==> config.mk <==
export PLATFORM = sky130hd
export DESIGN_NAME = cpu_alu_with_flags
export DESIGN_NICKNAME = d
export VERILOG_FILES = /design/src/rtl/caf_pkg.sv /design/src/rtl/cpu_alu_with_flags.sv /design/src/rtl/caf_alu.sv
export VERILOG_INCLUDE_DIRS = /design/src /design/src/rtl
export SDC_FILE = /design/constraint.sdc
export NUM_CORES = 1
export LEC_CHECK = 0
export BUFFER_PORTS_ARGS = -buffer_cell sky130_fd_sc_hd__buf_4
export CAP_MARGIN = 20
export CORE_UTILIZATION = 35
export CTS_BUF_LIST = sky130_fd_sc_hd__clkbuf_4 sky130_fd_sc_hd__clkbuf_8 sky130_fd_sc_hd__clkbuf_16
export DETAILED_ROUTE_END_ITERATION = 10
export PLACE_DENSITY_LB_ADDON = 0.1
export SYNTH_ARGS = -nofsm -noshare
export SYNTH_HDL_FRONTEND = slang
export SYNTH_SLANG_ARGS = --single-unit
==> constraint.sdc <==
create_clock -name aclk -period 2.88 [get_ports aclk]
set_clock_uncertainty 0.15 [all_clocks]
set_input_delay 0.144 -clock aclk [delete_from_list [all_inputs] [get_ports aclk]]
set_output_delay 0.144 -clock aclk [all_outputs]
set_load 0.02 [all_outputs]
==> src/rtl/cpu_alu_with_flags_assert.svh <==
// Assertion macros shared by the cpu_alu_with_flags RTL.
// Expects a clock named aclk and an active-low reset named aresetn in scope.
`ifndef CPU_ALU_WITH_FLAGS_ASSERT_SVH
`define CPU_ALU_WITH_FLAGS_ASSERT_SVH

// Checked only outside reset.
`define CAF_ASSERT(lbl, prop, msg) \
    lbl: assert property (@(posedge aclk) disable iff (!aresetn) prop) else $error(msg);

// Checked on every edge, reset included.
`define CAF_ASSERT_ALWAYS(lbl, prop, msg) \
    lbl: assert property (@(posedge aclk) prop) else $error(msg);

`endif

==> src/rtl/caf_pkg.sv <==
// Shared types, operation codes and flag positions for the ALU block.
// No dependencies.
`default_nettype none

package caf_pkg;

    localparam int OP_W    = 4;
    localparam int DATA_W  = 16;
    localparam int BYTE_W  = 8;
    localparam int FLAGS_W = 4;

    // Stream widths: fields packed from bit 0, padded to whole bytes.
    localparam int S_TDATA_W = 40;
    localparam int M_TDATA_W = 24;

    // Operation codes
    localparam logic [OP_W-1:0] OP_ADD8  = 4'd0;
    localparam logic [OP_W-1:0] OP_SUB8  = 4'd1;
    localparam logic [OP_W-1:0] OP_AND   = 4'd2;
    localparam logic [OP_W-1:0] OP_OR    = 4'd3;
    localparam logic [OP_W-1:0] OP_XOR   = 4'd4;
    localparam logic [OP_W-1:0] OP_CP    = 4'd5;
    localparam logic [OP_W-1:0] OP_INC8  = 4'd6;
    localparam logic [OP_W-1:0] OP_DEC8  = 4'd7;
    localparam logic [OP_W-1:0] OP_ADD16 = 4'd8;
    localparam logic [OP_W-1:0] OP_INC16 = 4'd9;
    localparam logic [OP_W-1:0] OP_DEC16 = 4'd10;
    localparam logic [OP_W-1:0] OP_CCF   = 4'd11;
    localparam logic [OP_W-1:0] OP_SCF   = 4'd12;

    // Flag bit positions
    localparam int FLAG_Z = 3;
    localparam int FLAG_N = 2;
    localparam int FLAG_H = 1;
    localparam int FLAG_C = 0;

    typedef struct packed {
        logic [OP_W-1:0]    op;
        logic [DATA_W-1:0]  first_operand;
        logic [DATA_W-1:0]  second_operand;
        logic [FLAGS_W-1:0] flags_in;
    } caf_item_t;

    typedef struct packed {
        logic [DATA_W-1:0]  result_value;
        logic [FLAGS_W-1:0] flags_out;
    } caf_result_t;

endpackage

`default_nettype wire

==> src/rtl/cpu_alu_with_flags.sv <==
// Z80-style 8/16-bit ALU with Z N H C flags: one operation per beat, two register stages
// (input register, ALU logic, result register). An accepted beat waits in the input
// register and its result moves into the result register, which drives m_tdata, when it
// frees up. A new beat can be taken every cycle unless stalled; the pipeline holds two items,
// stalling from result side to input side when both stages are full and m_tready is low.
// Depends on caf_pkg, caf_alu and cpu_alu_with_flags_assert.svh.
`default_nettype none

module cpu_alu_with_flags
    import caf_pkg::*;
(
    input  wire logic                  aclk,
    input  wire logic                  aresetn,
    // input beat
    input  wire logic                  s_tvalid,
    output      logic                  s_tready,
    input  wire logic [S_TDATA_W-1:0]  s_tdata,   // first_operand[15:0], second_operand[31:16],
                                                  // flags_in[35:32], zero pad
    input  wire logic [OP_W-1:0]       s_tuser,   // op[3:0]
    // result beat
    output      logic                  m_tvalid,
    input  wire logic                  m_tready,
    output      logic [M_TDATA_W-1:0]  m_tdata    // result_value[15:0], flags_out[19:16], zero pad
);

    logic        in_valid_reg;
    logic        in_valid_next;
    caf_item_t   in_item_reg;
    logic        out_valid_reg;
    logic        out_valid_next;
    caf_result_t out_res_reg;
    caf_result_t alu_res;
    logic        out_advance;
    logic        in_advance;

    // result register frees up when empty or taken this cycle
    assign out_advance = !out_valid_reg || m_tready;
    assign in_advance  = in_valid_reg && out_advance;
    assign s_tready    = !in_valid_reg || out_advance;

    always_comb begin
        in_valid_next = in_valid_reg;
        if (s_tready) begin
            in_valid_next = s_tvalid;
        end
        out_valid_next = out_valid_reg;
        if (out_advance) begin
            out_valid_next = in_valid_reg;
        end
    end

    always_ff @(posedge aclk) begin
        if (!aresetn) begin
            in_valid_reg  <= 1'b0;
            out_valid_reg <= 1'b0;
        end else begin
            in_valid_reg  <= in_valid_next;
            out_valid_reg <= out_valid_next;
        end
    end

    always_ff @(posedge aclk) begin
        if (s_tvalid && s_tready) begin
            in_item_reg.op             <= s_tuser;
            in_item_reg.first_operand  <= s_tdata[15:0];
            in_item_reg.second_operand <= s_tdata[31:16];
            in_item_reg.flags_in       <= s_tdata[35:32];
        end
        if (in_advance) begin
            out_res_reg <= alu_res;
        end
    end

    caf_alu u_alu (
        .item (in_item_reg),
        .res  (alu_res)
    );

    assign m_tvalid = out_valid_reg;
    assign m_tdata  = {4'd0, out_res_reg.flags_out, out_res_reg.result_value};

`include "cpu_alu_with_flags_assert.svh"

    `CAF_ASSERT_ALWAYS(a_reset_empties, !aresetn |=> !m_tvalid && s_tready, "reset left pipeline busy")
    `CAF_ASSERT(a_accept_fills, s_tvalid && s_tready |=> in_valid_reg, "accepted beat not held")
    `CAF_ASSERT(a_full_stall, in_valid_reg && m_tvalid && !m_tready |-> !s_tready, "took beat while full")
    `CAF_ASSERT(a_result_load,
        in_advance |=> m_tvalid && m_tdata[15:0] == $past(alu_res.result_value)
            && m_tdata[19:16] == $past(alu_res.flags_out),
        "result mismatch")
    `CAF_ASSERT(a_sub_sets_n, in_valid_reg && (in_item_reg.op == OP_SUB8 || in_item_reg.op == OP_CP) |-> alu_res.flags_out[FLAG_N], "N clear on subtract")

endmodule

`default_nettype wire

==> src/rtl/caf_alu.sv <==
// Combinational 8/16-bit ALU with Z N H C flag generation.
// Depends on caf_pkg.
`default_nettype none

module caf_alu
    import caf_pkg::*;
(
    input  caf_item_t   item,
    output caf_result_t res
);

    always_comb begin
        logic [BYTE_W-1:0]  a8;
        logic [BYTE_W-1:0]  b8;
        logic [BYTE_W:0]    sum9;
        logic [BYTE_W:0]    diff9;
        logic [4:0]         hsum5;
        logic [4:0]         hdiff5;
        logic [DATA_W:0]    sum17;
        logic [12:0]        hsum13;
        logic [BYTE_W-1:0]  r8;
        logic [FLAGS_W-1:0] fin;

        a8     = item.first_operand[BYTE_W-1:0];
        b8     = item.second_operand[BYTE_W-1:0];
        fin    = item.flags_in;
        sum9   = {1'b0, a8} + {1'b0, b8};
        diff9  = {1'b0, a8} - {1'b0, b8};
        hsum5  = {1'b0, a8[3:0]} + {1'b0, b8[3:0]};
        hdiff5 = {1'b0, a8[3:0]} - {1'b0, b8[3:0]};
        sum17  = {1'b0, item.first_operand} + {1'b0, item.second_operand};
        hsum13 = {1'b0, item.first_operand[11:0]} + {1'b0, item.second_operand[11:0]};
        r8     = '0;

        // Unused codes and flag-only ops pass the first operand through.
        res.result_value = item.first_operand;
        res.flags_out    = fin;

        case (item.op)
            OP_ADD8: begin
                r8 = sum9[BYTE_W-1:0];
                res.result_value = {8'd0, r8};
                res.flags_out = {(r8 == 8'd0), 1'b0, hsum5[4], sum9[BYTE_W]};
            end
            OP_SUB8, OP_CP: begin
                r8 = diff9[BYTE_W-1:0];
                if (item.op == OP_SUB8) begin
                    res.result_value = {8'd0, r8};
                end
                // borrow out of the top bit equals a < b
                res.flags_out = {(r8 == 8'd0), 1'b1, hdiff5[4], diff9[BYTE_W]};
            end
            OP_AND: begin
                r8 = a8 & b8;
                res.result_value = {8'd0, r8};
                res.flags_out = {(r8 == 8'd0), 1'b0, 1'b1, 1'b0};
            end
            OP_OR: begin
                r8 = a8 | b8;
                res.result_value = {8'd0, r8};
                res.flags_out = {(r8 == 8'd0), 3'b000};
            end
            OP_XOR: begin
                r8 = a8 ^ b8;
                res.result_value = {8'd0, r8};
                res.flags_out = {(r8 == 8'd0), 3'b000};
            end
            OP_INC8: begin
                r8 = a8 + 8'd1;
                res.result_value = {8'd0, r8};
                res.flags_out = {(r8 == 8'd0), 1'b0, (a8[3:0] == 4'hF), fin[FLAG_C]};
            end
            OP_DEC8: begin
                r8 = a8 - 8'd1;
                res.result_value = {8'd0, r8};
                res.flags_out = {(r8 == 8'd0), 1'b1, (a8[3:0] == 4'h0), fin[FLAG_C]};
            end
            OP_ADD16: begin
                res.result_value = sum17[DATA_W-1:0];
                res.flags_out = {fin[FLAG_Z], 1'b0, hsum13[12], sum17[DATA_W]};
            end
            OP_INC16: begin
                res.result_value = item.first_operand + 16'd1;
            end
            OP_DEC16: begin
                res.result_value = item.first_operand - 16'd1;
            end
            OP_CCF: begin
                res.flags_out = {fin[FLAG_Z], 1'b0, 1'b0, ~fin[FLAG_C]};
            end
            OP_SCF: begin
                res.flags_out = {fin[FLAG_Z], 1'b0, 1'b0, 1'b1};
            end
            default: begin
                res.result_value = item.first_operand;
                res.flags_out    = fin;
            end
        endcase
    end

endmodule

`default_nettype wire
==> results_tabular.tex <==
\begin{tabular}{lr}
\hline
Metric & Value \\
\hline
\multicolumn{2}{l}{\textbf{Outcome}} \\
\quad Run status & finished with violations \\
\quad Violations in the final reports & setup timing \\
\multicolumn{2}{l}{\textbf{Synthesis}} \\
\quad Register bit count reported by yosys & 62 \\
\quad Synth Area per Inst & 8.97 sq um \\
\quad Post-synthesis async set-or-reset flop share & 0 \\
\quad Post-synthesis instance total & 604 \\
\quad Adder-cell share of the synthesized area & 0.102 \\
\quad Area contributors post-synth & edfxtp\_1 33\%, ha\_1 9.5\%, xnor2\_1 4.5\%, nor2\_1 3.8\%, a21oi\_1 3.6\% \\
\quad Number of distinct library cell variants in the gate-level netlist after synthesis & 74 \\
\quad Synth warn & 0 \\
\quad Number of flops mapped to enable cells by yosys & 60 \\
\quad Area share of the largest cell type after synthesis & 0.333 \\
\quad Area share of xor/xnor cells in the synthesized design & 0.0518 \\
\quad Complex-gate fraction of the synthesized area & 0.222 \\
\quad Fraction of the yosys area taken by sequential cells & 0.340 \\
\quad Post-synthesis simple-gate area fraction & 0.202 \\
\quad Largest area contributor in the netlist & edfxtp\_1 \\
\quad Main combinational cell family by area after synthesis & compound AO/OA/AOI/OAI gates \\
\quad Most used DFF post-synth & edfxtp\_1 \\
\quad Portion of netlist area occupied by mux cells & 0.0155 \\
\quad Netlist area before placement & 0.00542 sq mm \\
\multicolumn{2}{l}{\textbf{Drt}} \\
\quad Total via count in the routed design & 5409 \\
\quad Residual antenna-violating net count after detailed routing & 0 \\
\quad DR vias/cell & 5.62 \\
\quad Post-detailed-routing wire length & 18600 um \\
\quad Wirelength per Cell & 19.3 um \\
\quad Detailed router's first-iteration violation count & 622 \\
\quad Post-route DRC & 0 \\
\quad Router iterations before antenna repair & 5 \\
\multicolumn{2}{l}{\textbf{Layout}} \\
\quad Flip-flop and latch area & 0.00184 sq mm \\
\quad Filler cell count & 1413 \\
\quad Post-synthesis to final-layout area growth & 40.3\% \\
\quad Most common cell after layout, fill and taps aside & buf\_4 \\
\quad Final nets & 861 \\
\quad Largest register FFs & 40 \\
\quad Final instance area & 0.00760 sq mm \\
\quad Most used cells in the layout excluding fill and tap cells & 143 x buf\_4, 60 x edfxtp\_1, 54 x nor2\_1 \\
\quad Fraction of layout instances using a drive strength above 1 & 0.289 \\
\quad Multi-input gate area & 0.00348 sq mm \\
\quad Antenna fix cells & 0 \\
\multicolumn{2}{l}{\textbf{Clock network}} \\
\quad Worst skew pair latency & 340 ps \\
\quad Buffers from clock root to sink, at most & 2 \\
\quad Num CTS Buffers & 9 \\
\quad TritonCTS clock tree & yes \\
\quad Cell at the root of the clock tree & clkbuf\_16 \\
\quad Total number of clock tree sinks & 62 \\
\quad Htree depth & 3 \\
\quad Clock slew at reported path FFs & 60 ps \\
\multicolumn{2}{l}{\textbf{Min path}} \\
\quad Hold wc startpoint & m\_tready \\
\quad WHS Path Cells & 3 \\
\quad Worst hold path class & in2reg \\
\multicolumn{2}{l}{\textbf{Worst setup path}} \\
\quad Crit-path max cell delay & 450 ps \\
\quad Slowest library cell on the worst path & edfxtp\_1 \\
\quad Crit start category & register \\
\quad First element of the critical path & in\_item\_reg[20] \\
\quad CP Cell Sequence & buf\_6 > ha\_4 > fa\_2 > a21o\_1 > a221oi\_2 > buf\_4 > nor3\_4 > o21ai\_2 > buf\_6 > nor2\_2 > o32a\_1 \\
\quad Worst Path Class, Setup & reg2reg \\
\quad Reg2reg path depth & 11 \\
\quad Maximum fanout along the worst path & 3 \\
\quad R2r startpoint & in\_item\_reg[20] \\
\quad Data arrival time of the worst path & 2830 ps \\
\quad Critical path's most frequent cell & buf\_6 \\
\quad Required time of the critical path & 2820 ps \\
\quad Worst setup EP type & register \\
\multicolumn{2}{l}{\textbf{Floorplanning}} \\
\quad Chip height & 126 um \\
\quad Number of rows in the core area & 45 \\
\quad Initial Util & 0.358 \\
\quad Total Die Area & 0.0160 sq mm \\
\quad Die boundary width & 126 um \\
\quad Placeable core region & 0.0151 sq mm \\
\quad Top-level I/O count & 74 \\
\multicolumn{2}{l}{\textbf{Pwr}} \\
\quad Ratio of total power to cell area & 425 mW/mm\^{}2 \\
\quad Switching power of the nets & 1.00 mW \\
\quad Overall power of the completed layout & 3.23 mW \\
\quad Sw Ratio & 0.310 \\
\quad Leakage power summed over all cells & 3.04 nW \\
\quad Max rail drop VDD & 333 uV \\
\quad Flop pwr share & 0.341 \\
\quad Clock power frac & 0.350 \\
\quad Internal power component & 2.22 mW \\
\quad Gate power share & 0.309 \\
\multicolumn{2}{l}{\textbf{STA}} \\
\quad Highest clock frequency the design can meet & 346 MHz \\
\quad Total of endpoints with negative setup slack in the final report & 2 \\
\quad Remaining max-slew budget at the tightest pin & 0.561 \\
\quad Fin. Hold Viols & 0 \\
\quad Period minus WS final & 2890 ps \\
\quad Post-layout worst setup margin & -12.4 ps \\
\quad Max Transition Viols Final & 0 \\
\quad Final critical-path share of the clock period & 1.00 \\
\quad Worst-Margin Slew & 652 ps \\
\quad RSZ-0062 raised after global routing & yes \\
\multicolumn{2}{l}{\textbf{Place}} \\
\quad Routability congestion estimate from global placement & 0.977 \\
\quad Post-DP Area & 0.00656 sq mm \\
\quad Post-detailed-placement half-perimeter wirelength & 14200 um \\
\quad Input/output buffers & 65 \\
\multicolumn{2}{l}{\textbf{Global route}} \\
\quad Overflow left after global routing & 0 \\
\quad Pin count of the biggest net entering global routing & 30 \\
\quad Wire length of the first global-routing pass & 28800 um \\
\quad Tot GR Track Use & 0.237 \\
\quad Antenna violations before repair & 0 \\
\quad Vias in the first global route & 5058 \\
\multicolumn{2}{l}{\textbf{Run}} \\
\quad Max-capacitance violation count & 0 \\
\hline
\end{tabular}
layout make-up:
class | count | area share
inverters | 32 | 0.0161
multi-input cells | 472 | 0.459
clock inverters | 5 | 0.00741
flip-flops and latches | 62 | 0.242
clock buffers | 11 | 0.0324
well taps | 188 | 0.0310
repair buffers | 193 | 0.212
cell usage after synthesis (3+ instances only):
cell and number:
o221ai_1 5, o21a_1 4, and3_1 9, clkbuf_8 3, buf_4 7, buf_2 3
nor4_1 12, o211ai_1 8, a221oi_1 10, or3_1 3, mux2i_1 5, clkbuf_1 23
o21ai_1 4, buf_6 3, a211oi_1 6, ha_1 41, nand3_1 14, a22o_1 3
nand4_1 10, o22ai_1 7, nand2b_1 9, nor3b_1 3, a21oi_1 39, and2_1 5
edfxtp_1 60, a31oi_1 9, o31ai_1 4, nor2b_1 12, nor3_1 24, mux2_2 3
o21bai_1 8, inv_1 28, nor2_1 55, a22oi_1 5, a21o_1 13, nand2_1 37
xnor2_1 28, xor2_1 4, o21ai_0 29, a2111oi_0 3
metal layers:
layer | wire length [um] | up-vias | GRT usage
met3 | 1270 | 24 | 0.0553
met1 | 9010 | 2584 | 0.342
met5 | 0 | - | 0
li1 | - | 2601 | -
met4 | 362 | 0 | 0.0716
met2 | 7930 | 200 | 0.351
cells by family after synthesis:
kind of cell,count (synthesis)
buf+inv,73
xor+xnor,32
compound gates,176
flops,62
other cells,1
simple gates,209
fa+ha+maj,43
mux,8
worst max-delay path: cells and delay by family, from the launching register on:
kind,cells,cell delay [ps]
adders and majority gates,2,530
and+or+nand+nor,2,90
buffers and inverters,3,480
AOI/OAI and AO/OA,4,940
DFF,1,450
stage by stage:
step	setup slack, ps	util	TNS (ps)	std cells	hold slack, ps
after floorplan	-10.4	-	-10.4	607	92.9
after global routing	-110	0.502	-316	963	15.0
after global placement	-180	0.433	-210	899	172
after CTS	-37.6	0.484	-37.6	958	8.89
final	-12.4	0.502	-23.9	963	10.8
after detailed placement	-294	0.433	-318	899	173
path summary, 6_finish.rpt:
check / end / slack [ps]
hold reg to reg: m_tvalid / 370
hold / removal: m_tvalid / 10
setup reg to reg: m_tdata[17] / -10
setup / recovery: m_tdata[17] / -10
power by group through the flow:
stage / clock, mW / combinational [mW] / sequential [mW]
after detailed placement: 0 / 0.857 / 1.12
after global placement: 0 / 0.858 / 1.12
after floorplan: 0 / 0.506 / 1.13
after CTS: 1.15 / 0.916 / 1.10
after global routing: 1.20 / 1.08 / 1.11
final: 1.13 / 0.998 / 1.10
timing repair:
item	CTS	global route
setup endpoints to repair	6	13
resized for setup	5	51
hold endpoints to repair	42	0
setup buffers	1	5
pin swaps	0	20
hold buffers	42	0
(Power assumes the default switching activity.)
